## config.mk

```make
export PLATFORM = sky130hd
export DESIGN_NAME = fixed_length_frame_receiver
export DESIGN_NICKNAME = d
export VERILOG_FILES = /design/src/flfr_pkg.sv /design/src/fixed_length_frame_receiver.sv /design/src/flfr_ram.sv /design/src/flfr_frame_ctl.sv
export SDC_FILE = /design/constraint.sdc
export NUM_CORES = 1
export LEC_CHECK = 0
export BUFFER_PORTS_ARGS = -buffer_cell sky130_fd_sc_hd__buf_2
export CAP_MARGIN = 15
export CORE_MARGIN = 2
export CORE_UTILIZATION = 60
export CTS_BUF_LIST = sky130_fd_sc_hd__clkbuf_4
export DETAILED_ROUTE_END_ITERATION = 7
export PLACE_DENSITY = 0.78
export SETUP_SLACK_MARGIN = 0.05
export SKIP_CTS_REPAIR_TIMING = 1
export SLEW_MARGIN = 10
export SYNTH_ARGS = -nofsm -noshare
export SYNTH_HDL_FRONTEND = slang
export SYNTH_SLANG_ARGS = --single-unit
```

## constraint.sdc

```tcl
create_clock -name i_clk -period 2.85 [get_ports i_clk]
set_input_delay 0.285 -clock i_clk [delete_from_list [all_inputs] [get_ports i_clk]]
set_output_delay 0.285 -clock i_clk [all_outputs]
set_load 0.05 [all_outputs]
```

## src/flfr_pkg.sv

```systemverilog
// shared types and constants for the fixed length frame receiver
package flfr_pkg;

    localparam int BYTE_W = 8;
    localparam int CFG_IDX_W = 2;

    // register indexes on the configuration port
    localparam logic [CFG_IDX_W-1:0] CFG_START_BYTE = 2'd0;
    localparam logic [CFG_IDX_W-1:0] CFG_OWN_ADDRESS = 2'd1;
    localparam logic [CFG_IDX_W-1:0] CFG_BCAST_ADDR = 2'd2;
    localparam logic [CFG_IDX_W-1:0] CFG_CHECK_MODE = 2'd3;

    // check byte kinds
    localparam logic CHECK_SUM = 1'b0;
    localparam logic CHECK_XOR = 1'b1;

    // result status codes
    localparam logic STATUS_PAYLOAD = 1'b0;
    localparam logic STATUS_CHECK_ERROR = 1'b1;

    typedef struct packed {
        logic [BYTE_W-1:0] start_byte;
        logic [BYTE_W-1:0] own_address;
        logic [BYTE_W-1:0] bcast_addr;
        logic              check_mode;
    } t_cfg;

endpackage

```

## src/fixed_length_frame_receiver.sv

```systemverilog
// top level of the fixed length frame receiver: config registers, frame store, sequencer
//
// usage
// - slave stream carries received serial bytes, one request per byte; all
//   bytes are taken while hunting for the start byte, which is not stored
// - after the start byte, FRAME_LEN bytes form a frame: address, data, check
// - master stream carries results: tdata payload byte, tuser status
//   (0 payload, 1 check byte mismatch), tlast on the last result of a frame
// - frames whose address is neither own nor broadcast give no result
// - a bad check byte gives one result, valid from the cycle after the check byte is taken
// - a good frame gives bytes PAYLOAD_START .. FRAME_LEN-2, each read from ram
//   (state S_RD) and then loaded into the output register (state S_DATA);
//   no byte is taken during read-out
// - one byte per cycle while collecting, save for the check byte held off as below
// - a stalled master holds the output register; the check byte is held off
//   and read-out pauses until the pending result is taken
// - reset (synchronous, active low) returns to hunting, drops any result
//   and loads the register defaults; the frame store is not cleared
// - configuration writes are registered, to be done while idle
module fixed_length_frame_receiver #(
    parameter int FRAME_LEN = 16,
    parameter int PAYLOAD_START = 1
) (
    input  logic                             i_clk,
    input  logic                             i_rst_n,
    // configuration write port
    input  logic                             i_cfg_we,
    input  logic [flfr_pkg::CFG_IDX_W-1:0]   i_cfg_idx,
    input  logic [flfr_pkg::BYTE_W-1:0]      i_cfg_data,
    // received bytes
    input  logic                             i_s_tvalid,
    output logic                             o_s_tready,
    input  logic [flfr_pkg::BYTE_W-1:0]      i_s_tdata,   // [7:0] rx_byte
    // results
    output logic                             o_m_tvalid,
    input  logic                             i_m_tready,
    output logic [flfr_pkg::BYTE_W-1:0]      o_m_tdata,   // [7:0] payload_byte
    output logic                             o_m_tuser,   // [0] frame_status
    output logic                             o_m_tlast
);

    localparam int IDX_W = $clog2(FRAME_LEN);

    flfr_pkg::t_cfg              r_cfg;

    logic                        w_ram_we;
    logic [IDX_W-1:0]            w_ram_waddr;
    logic [flfr_pkg::BYTE_W-1:0] w_ram_wdata;
    logic [IDX_W-1:0]            w_ram_raddr;
    logic [flfr_pkg::BYTE_W-1:0] w_ram_rdata;

    // configuration registers, upper data bits dropped for the one bit mode
    always_ff @(posedge i_clk) begin
        if (!i_rst_n) begin
            r_cfg.start_byte  <= 8'd0;
            r_cfg.own_address <= 8'd0;
            r_cfg.bcast_addr  <= 8'd255;
            r_cfg.check_mode  <= flfr_pkg::CHECK_SUM;
        end else if (i_cfg_we) begin
            case (i_cfg_idx)
                flfr_pkg::CFG_START_BYTE:  r_cfg.start_byte <= i_cfg_data;
                flfr_pkg::CFG_OWN_ADDRESS: r_cfg.own_address <= i_cfg_data;
                flfr_pkg::CFG_BCAST_ADDR:  r_cfg.bcast_addr <= i_cfg_data;
                flfr_pkg::CFG_CHECK_MODE:  r_cfg.check_mode <= i_cfg_data[0];
                default: begin
                end
            endcase
        end
    end

    // frame store, one entry per frame byte
    flfr_ram #(
        .WIDTH (flfr_pkg::BYTE_W),
        .DEPTH (FRAME_LEN)
    ) u_store (
        .i_clk   (i_clk),
        .i_we    (w_ram_we),
        .i_waddr (w_ram_waddr),
        .i_wdata (w_ram_wdata),
        .i_raddr (w_ram_raddr),
        .o_rdata (w_ram_rdata)
    );

    flfr_frame_ctl #(
        .FRAME_LEN     (FRAME_LEN),
        .PAYLOAD_START (PAYLOAD_START)
    ) u_ctl (
        .i_clk       (i_clk),
        .i_rst_n     (i_rst_n),
        .i_cfg       (r_cfg),
        .i_s_tvalid  (i_s_tvalid),
        .o_s_tready  (o_s_tready),
        .i_s_tdata   (i_s_tdata),
        .o_m_tvalid  (o_m_tvalid),
        .i_m_tready  (i_m_tready),
        .o_m_tdata   (o_m_tdata),
        .o_m_tuser   (o_m_tuser),
        .o_m_tlast   (o_m_tlast),
        .o_ram_we    (w_ram_we),
        .o_ram_waddr (w_ram_waddr),
        .o_ram_wdata (w_ram_wdata),
        .o_ram_raddr (w_ram_raddr),
        .i_ram_rdata (w_ram_rdata)
    );

endmodule

```

## src/flfr_ram.sv

```systemverilog
// generic single write port ram with registered read
module flfr_ram #(
    parameter int WIDTH = 8,
    parameter int DEPTH = 16
) (
    input  logic                     i_clk,
    input  logic                     i_we,
    input  logic [$clog2(DEPTH)-1:0] i_waddr,
    input  logic [WIDTH-1:0]         i_wdata,
    input  logic [$clog2(DEPTH)-1:0] i_raddr,
    output logic [WIDTH-1:0]         o_rdata
);

    logic [WIDTH-1:0] r_mem [DEPTH];
    logic [WIDTH-1:0] r_rdata;

    always_ff @(posedge i_clk) begin
        if (i_we) begin
            r_mem[i_waddr] <= i_wdata;
        end
        r_rdata <= r_mem[i_raddr];
    end

    assign o_rdata = r_rdata;

endmodule

```

## src/flfr_frame_ctl.sv

```systemverilog
// frame sequencer: start hunt, byte collection, check, payload read-out
module flfr_frame_ctl #(
    parameter int FRAME_LEN = 16,
    parameter int PAYLOAD_START = 1
) (
    input  logic                            i_clk,
    input  logic                            i_rst_n,
    input  flfr_pkg::t_cfg                  i_cfg,
    input  logic                            i_s_tvalid,
    output logic                            o_s_tready,
    input  logic [flfr_pkg::BYTE_W-1:0]     i_s_tdata,
    output logic                            o_m_tvalid,
    input  logic                            i_m_tready,
    output logic [flfr_pkg::BYTE_W-1:0]     o_m_tdata,
    output logic                            o_m_tuser,
    output logic                            o_m_tlast,
    output logic                            o_ram_we,
    output logic [$clog2(FRAME_LEN)-1:0]    o_ram_waddr,
    output logic [flfr_pkg::BYTE_W-1:0]     o_ram_wdata,
    output logic [$clog2(FRAME_LEN)-1:0]    o_ram_raddr,
    input  logic [flfr_pkg::BYTE_W-1:0]     i_ram_rdata
);

    localparam int IDX_W = $clog2(FRAME_LEN);
    localparam logic [IDX_W-1:0] LAST_IDX = IDX_W'(FRAME_LEN - 1);
    localparam logic [IDX_W-1:0] LAST_PAYLOAD_IDX = IDX_W'(FRAME_LEN - 2);
    localparam logic [IDX_W-1:0] FIRST_PAYLOAD_IDX = IDX_W'(PAYLOAD_START);
    localparam bit NO_PAYLOAD = (PAYLOAD_START > FRAME_LEN - 2);

    typedef enum logic [1:0] {S_HUNT, S_COLLECT, S_RD, S_DATA} t_state;

    t_state                      r_state;
    logic [IDX_W-1:0]            r_cnt;
    logic [flfr_pkg::BYTE_W-1:0] r_chk;
    logic [flfr_pkg::BYTE_W-1:0] r_addr;
    logic                        r_out_valid;
    logic [flfr_pkg::BYTE_W-1:0] r_out_data;
    logic                        r_out_status;
    logic                        r_out_last;

    logic                        w_slot_free;
    logic                        w_last;
    logic                        w_accept;
    logic                        w_match;
    logic                        w_load;
    logic [flfr_pkg::BYTE_W-1:0] n_chk;

    assign w_slot_free = !r_out_valid || i_m_tready;
    assign w_last      = (r_cnt == LAST_IDX);
    assign o_s_tready  = (r_state == S_HUNT) ||
                         ((r_state == S_COLLECT) && (!w_last || w_slot_free));
    assign w_accept    = i_s_tvalid && o_s_tready;
    assign w_match     = (r_addr == i_cfg.own_address) ||
                         (r_addr == i_cfg.bcast_addr);
    assign n_chk       = (i_cfg.check_mode == flfr_pkg::CHECK_XOR) ?
                         (r_chk ^ i_s_tdata) : (r_chk + i_s_tdata);
    // output register is loaded this cycle (error report or payload byte)
    assign w_load      = ((r_state == S_COLLECT) && w_accept && w_last && w_match &&
                          (i_s_tdata != r_chk)) ||
                         ((r_state == S_DATA) && w_slot_free);

    // the byte counter doubles as the read-out index
    assign o_ram_we    = w_accept && (r_state == S_COLLECT);
    assign o_ram_waddr = r_cnt;
    assign o_ram_wdata = i_s_tdata;
    assign o_ram_raddr = r_cnt;

    always_ff @(posedge i_clk) begin
        if (!i_rst_n) begin
            r_state     <= S_HUNT;
            r_cnt       <= '0;
            r_chk       <= '0;
            r_out_valid <= 1'b0;
        end else begin
            if (r_out_valid && i_m_tready && !w_load) begin
                r_out_valid <= 1'b0;
            end
            case (r_state)
                S_HUNT: begin
                    if (w_accept && (i_s_tdata == i_cfg.start_byte)) begin
                        r_state <= S_COLLECT;
                        r_cnt   <= '0;
                        r_chk   <= '0;
                    end
                end
                S_COLLECT: begin
                    if (w_accept) begin
                        if (r_cnt == '0) begin
                            r_addr <= i_s_tdata;
                        end
                        if (!w_last) begin
                            r_chk <= n_chk;
                            r_cnt <= r_cnt + IDX_W'(1);
                        end else begin
                            r_chk <= '0;
                            if (w_match && (i_s_tdata != r_chk)) begin
                                r_out_valid  <= 1'b1;
                                r_out_data   <= '0;
                                r_out_status <= flfr_pkg::STATUS_CHECK_ERROR;
                                r_out_last   <= 1'b1;
                                r_cnt        <= '0;
                                r_state      <= S_HUNT;
                            end else if (w_match && !NO_PAYLOAD) begin
                                r_cnt   <= FIRST_PAYLOAD_IDX;
                                r_state <= S_RD;
                            end else begin
                                r_cnt   <= '0;
                                r_state <= S_HUNT;
                            end
                        end
                    end
                end
                S_RD: begin
                    r_state <= S_DATA;
                end
                S_DATA: begin
                    // read address held, so the ram data stays valid while stalled
                    if (w_slot_free) begin
                        r_out_valid  <= 1'b1;
                        r_out_data   <= i_ram_rdata;
                        r_out_status <= flfr_pkg::STATUS_PAYLOAD;
                        r_out_last   <= (r_cnt == LAST_PAYLOAD_IDX);
                        if (r_cnt == LAST_PAYLOAD_IDX) begin
                            r_cnt   <= '0;
                            r_state <= S_HUNT;
                        end else begin
                            r_cnt   <= r_cnt + IDX_W'(1);
                            r_state <= S_RD;
                        end
                    end
                end
                default: begin
                    r_state <= S_HUNT;
                end
            endcase
        end
    end

    assign o_m_tvalid = r_out_valid;
    assign o_m_tdata  = r_out_data;
    assign o_m_tuser  = r_out_status;
    assign o_m_tlast  = r_out_last;

endmodule

```

Yosys cells after proc, flatten, opt, wreduce, memory -nomap -nowiden. Memories as Yosys holds them, arrays and structs flattened. A register that Yosys moved wholly into a read port is not among the register bits. Index checks and enable logic that the tools add are counted.

Bits in read-only memories: 0. Memories kept: 1. Input port bits: 23. Register bits after elaboration: 58. Bits in writable memories: 128. Bits in latches: 0. Output and inout bits: 12.

Shift-type cells: 0. Bitwise logic cells: 1. $add $sub $neg: 2. Reduce and logical (&&, ||, !) cells: 34. Divide/modulo/power cells: 0. Multiplexer cells: 41. Eq/ne operators: 17. Multiply operators: 0. Magnitude comparators: 0.

Memory list: u_store.r_mem (words 16, bits a word 8, rd ports 1, clocked after Yosys merged registers in 1, write ports 1, RTL line flfr_ram.sv:14) `logic [WIDTH-1:0] r_mem [DEPTH];`.

Operator list (number): $mux 8 (8); $pmux 8 s2 (2); $eq 8x8->1 (3); $mux 4 (6); $mux 2 (7); $mux 1 (13); $pmux 4 s3 (1); $reduce_and 4->1 (3); $logic_and 1x1->1 (11); $add 8x8->8 (1); $eq 2x2->1 const B (4); $eq 4x4->1 const B (2); $ne 8x8->1 (1); $pmux 2 s4 (1); $reduce_and 2->1 (4); $xor 8x8->8 (1); $ne 2x1->1 const B (3); $pmux 1 s2 (3); $reduce_and 6->1 (1); $logic_or 1x1->1 (5); $add 4x1->4 const B (1); $eq 2x1->1 const B (2); $logic_not 2->1 (2); $logic_not 4->1 (1); 5 further kinds (9).

Logic depth before layout (Yosys ltp).
Word-level depth: 18. Mapped depth: 10. Gate-level depth less buffers: 8.

Modules after synthesis. Synthesis repeated with hierarchy kept, for this count alone.

Cells, all modules: 561. Area, all modules: 8365.5 µm².

By module, submodules not included: flfr_ram (area each 5147.4 µm², cells an instance 229, times used 1, seq. area each 4003.8 µm²); flfr_frame_ctl (area each 2194.6 µm², cells an instance 227, times used 1, seq. area each 840.8 µm²); fixed_length_frame_receiver (area each 1023.5 µm², cells an instance 105, times used 1, seq. area each 500.5 µm²).

Worst setup path after synthesis. OpenSTA, ideal clock, no wires.

Path kind: register to register. Start: register u_ctl.r_cnt[0] (netlist: u_ctl.o_ram_raddr[0]). End: memory u_store.r_mem[14][0] (enable). Clock period less this slack: 2.124 ns. Cell stages (with the launch flop): 7. Setup time: 0.383 ns. Arrival: 1.741 ns. Slack: 0.726 ns. Buffers on the path: 2. Required time: 2.467 ns. Cells stage by stage: dfxtp_1 buf_2 buf_2 inv_1 ha_1 nand3_1 nor3_1.

Longest elaborated chain between the ends: 9.

Ends and longest elaborated chain: from (decl) (RTL line flfr_frame_ctl.sv:33) `logic [IDX_W-1:0] r_cnt;`; from (signal assigned) (RTL line flfr_frame_ctl.sv:93) `r_cnt <= r_cnt + IDX_W'(1);`; from (signal assigned) (RTL line flfr_frame_ctl.sv:127) `r_cnt <= r_cnt + IDX_W'(1);`; $eq 4x4->1 (RTL line flfr_frame_ctl.sv:49) `assign w_last = (r_cnt == LAST_IDX);`; $logic_not 1->1 (RTL line flfr_frame_ctl.sv:51) `((r_state == S_COLLECT) && (!w_last || w_slot_free));`; $logic_or 1x1->1 (RTL line flfr_frame_ctl.sv:51); $logic_and 1x1->1 (RTL line flfr_frame_ctl.sv:51); $logic_or 1x1->1 (RTL line flfr_frame_ctl.sv:50) `assign o_s_tready = (r_state == S_HUNT) ||`; $logic_and 1x1->1 (RTL line flfr_frame_ctl.sv:52) `assign w_accept = i_s_tvalid && o_s_tready;`; $logic_and 1x1->1 (RTL line flfr_frame_ctl.sv:63) `assign o_ram_we = w_accept && (r_state == S_COLLECT);`; $mux 1 (RTL line flfr_ram.sv:18) `if (i_we) begin`; $mux 1 (not written as such) (RTL line flfr_ram.sv:19) `r_mem[i_waddr] <= i_wdata;`; to (decl) (RTL line flfr_ram.sv:14).

Parallel ways exist; a longest one is shown, timed or not.

Worst setup path in the final report.
Start: register u_ctl.r_chk[6] (netlist bit). End: register u_ctl.r_out_data (netlist bit u_ctl.o_m_tdata[0]) (enable).

Longest elaborated chain between the ends: 4.

Ends and longest elaborated chain: from (decl) (RTL line flfr_frame_ctl.sv:34) `logic [flfr_pkg::BYTE_W-1:0] r_chk;`; from (signal assigned) (RTL line flfr_frame_ctl.sv:92) `r_chk <= n_chk;`; $ne 8x8->1 (RTL line flfr_frame_ctl.sv:96) `if (w_match && (i_s_tdata != r_chk)) begin`; $logic_and 1x1->1 (RTL line flfr_frame_ctl.sv:96); $ne 2x2->1 (no line); $reduce_and 6->1 (no line); to (signal assigned) (RTL line flfr_frame_ctl.sv:120) `r_out_data <= i_ram_rdata;`; to (decl) (RTL line flfr_frame_ctl.sv:37) `logic [flfr_pkg::BYTE_W-1:0] r_out_data;`.

No other way between the ends. A chain may end at the register's enable or synchronous reset.

==> run_results.csv <==
group,metric,value,unit
sta,setup_violations,0,
routing,first_iter_violations,512,
job,cap_violations,0,
sta,slew_viol_final,0,
grt,grt.overflow.total,0,
sta,slew_headroom,36.1,%
floorplan,dieWidth,120,um
routing,wl,17.0,mm
finish,final_nets,608,
worst_setup_path,end_kind,"flip-flop",
worst_setup_path,r2r.worst_path.cells,6,
power,power_density,558,nW/um2
floorplan,coreArea,13200,um2
floorplan,ios,35,
routing,viasPerCell,6.10,
min_path,whs_path_depth,2,
clock_tree,clk_pin_slew_worst_paths,150,ps
clock_tree,cts_buffer_depth,2,
grt,grt_pass1_wl,26.2,mm
grt,grt_antenna_before_repair,1,
power,peakVddDrop,508,uV
routing,wl_per_cell,22.3,um
finish,final_common_cell,"edfxtp_1",
grt,grt_max_degree,36,
min_path,hold_class,"in -> reg",
status,outcome,"finished, final reports clean",
worst_setup_path,cpMostUsedCell,"nor4_1",
synthesis,ys_ff_latch,194,
floorplan,rows,42,
clock_tree,cts_inserted_buffers,17,
sta,clock-skew-final,27.4,ps
placed_design,dpl.hpwl,11.2,mm
finish,drive_above_1_share,21.2,%
clock_tree,cts_root_buf,"clkbuf_4",
finish,layout_common_cells,"146 x edfxtp_1, 47 x dfxtp_1, 40 x mux4_2",
finish,multi_input_area,2570,um2
worst_setup_path,critPathKind,"reg -> reg",
clock_tree,clk_latency,600,ps
synthesis,syn_avg_cell_area,15.4,um2
min_path,hp-start,"i_rst_n",
sta,rsz0062_at_grt,"false",
routing,drc_errors,0,
sta,period_share,86.9,%
synthesis,yosysWarningCount,0,
power,power_leakage,0.00304,uW
sta,hold_violations,0,
synthesis,synth_edf_count,146,
min_path,min_to,"r_cfg[1]$_SDFFE_PN1P_",
sta,max_freq,0.404,GHz
finish,final-instance-count-excl-fill,763,
worst_setup_path,r2r_start,"u_ctl.r_chk[6]$_SDFFE_PN0P_",
placed_design,dp_cells,721,
floorplan,initial_core_util,61.0,%
worst_setup_path,cp.arrival,2780,ps
grt,grt_pass1_vias,4660,
routing,firstDrtPassIters,4,
synthesis,synth_area,8040,um2
finish,fillCellCount,904,
sta,tightest_slew,958,ps
grt,track_usage,25.4,%
synthesis,synth.distinct_cells,49,
sta,timing.hold.ws,55.3,ps
worst_setup_path,cp_top_family,"simple AND/OR/NAND/NOR gates",
synthesis,synth-main-ff-cell,"edfxtp_1",
placed_design,port_buffers,34,
worst_setup_path,critical_path.max_stage_delay,500,ps
synthesis,synthCells,523,
worst_setup_path,crit_chain,"ha_1 -> nor4_1 -> nand2_1 -> nor4_1 -> nor2b_1 -> o211a_1",
floorplan,die_area,14300,um2
synthesis,syn_nets,558,
synthesis,async_flop_share,0,%
floorplan,die_h,120,um
clock_tree,cts_max_level,4,
synthesis,ys_seq_area_share,66.5,%
worst_setup_path,reg2reg_to,"u_ctl.o_m_tdata[0]$_SDFFCE_PN0P_",
worst_setup_path,required,3150,ps
finish,final_cell_area,8890,um2
worst_setup_path,path_buf_inv,0,
routing,vias,4657,
placed_design,gp_congestion,0.867,
sta,tns,0,ps
routing,final_antenna_net_count,0,
clock_tree,cts_sinks,194,
worst_setup_path,cp-start-kind,"flip-flop",
finish,seq_area,5350,um2
clock_tree,cts_tree,"done",
finish,syn_to_final_growth,10.6,%
placed_design,postPlaceCellArea,8440,um2
worst_setup_path,r2r_slack,370,ps
sta,fin_crit,2480,ps
worst_setup_path,critPathSlowestCell,"nor4_1",
worst_setup_path,cp_max_fo,10,
-- worst max-delay path by stage --
stage                                      startpoint                                to  cells past startpoint  slack [ps]
floorplan           u_ctl.o_ram_raddr[0]$_SDFFE_PN0P_    u_store.r_mem[14][0]$_DFFE_PP_                      6         730
global placement                         i_s_tdata[4]  u_ctl.o_m_tdata[5]$_SDFFCE_PN0P_                      7         320
detailed placement                       i_s_tdata[4]  u_ctl.o_m_tdata[7]$_SDFFCE_PN0P_                      7         240
CTS                 u_ctl.o_ram_raddr[0]$_SDFFE_PN0P_                        o_s_tready                      5         410
global route              u_ctl.r_chk[6]$_SDFFE_PN0P_  u_ctl.o_m_tdata[2]$_SDFFCE_PN0P_                      6         220
finish                    u_ctl.r_chk[6]$_SDFFE_PN0P_  u_ctl.o_m_tdata[0]$_SDFFCE_PN0P_                      6         370
-- cell usage after synthesis (10+ instances only) --
| cell | n | area (um2) |
|---|---|---|
| ha_1 | 11 | 138 |
| and2_1 | 14 | 87.6 |
| clkbuf_1 | 17 | 63.8 |
| a21oi_1 | 14 | 70.1 |
| edfxtp_1 | 146 | 4380 |
| nand2_1 | 38 | 143 |
| nor2_1 | 31 | 116 |
| mux2i_1 | 18 | 180 |
| nand4_1 | 10 | 62.6 |
| xnor2_1 | 27 | 236 |
| and3_1 | 10 | 62.6 |
| mux4_2 | 40 | 901 |
| dfxtp_1 | 48 | 961 |
| nand3_1 | 17 | 85.1 |
-- cell families (layout without fill, tap and decap cells) --
kind of cell    after synthesis  after routing  synth area share, %
flops                       194            194                 66.5
simple gates                153            153                 9.60
mux                          58             58                 13.4
compound gates               47             47                 3.92
buf+inv                      31             94                 1.54
xor+xnor                     28             28                 3.05
fa+ha+maj                    12             12                 1.96
other cells                   0              1                    0
-- sequential cells by signal (all words and copies together) (netlist names), 2 cells and up --
signal             cells
u_ctl.o_m_tdata        8
r_cfg                 25
u_store.o_rdata        8
u_ctl.o_ram_raddr      4
u_ctl.r_addr           8
u_ctl.r_state          2
u_ctl.r_chk            8
u_store.r_mem        128
-- routing by layer --
| metal | GRT usage (%) | vias to the layer above | share of wire [%] |
|---|---|---|---|
| met5 | 0 | - | 0 |
| met4 | 10.7 | 0 | 2.9 |
| met3 | 5.09 | 38 | 6.2 |
| met2 | 39.8 | 177 | 49 |
| met1 | 35.4 | 2330 | 42 |
| li1 | - | 2112 | - |
-- per-stage QoR --
step                      setup slack [ps]  power (uW)  util, %
final                                  372        4960     67.4
after global routing                   220        5100     67.4
after CTS                              409        4970     66.7
after detailed placement               238        3280     64.0
after global placement                 322        3270     64.0
after floorplan                        726        3200        -
-- power by group --
group | leakage, uW | internal, uW | total, uW | switching (uW)
clock | 0.000182 | 795 | 1730 | 939
sequential | 0.00172 | 3040 | 3050 | 11.8
combinational | 0.00113 | 66.7 | 168 | 101
total | 0.00304 | 3900 | 4960 | 1050
-- final cells by class --
class	instances	share of cell area, %
sequential	194	60.1
clock buffer	17	1.44
timing repair buffer	56	4.17
inverter	6	0.253
clock inverter	15	2.56
tap	176	2.48
multi-input combinational	298	28.9
antenna	1	0.0282
Power figures use the tool's default switching activity.
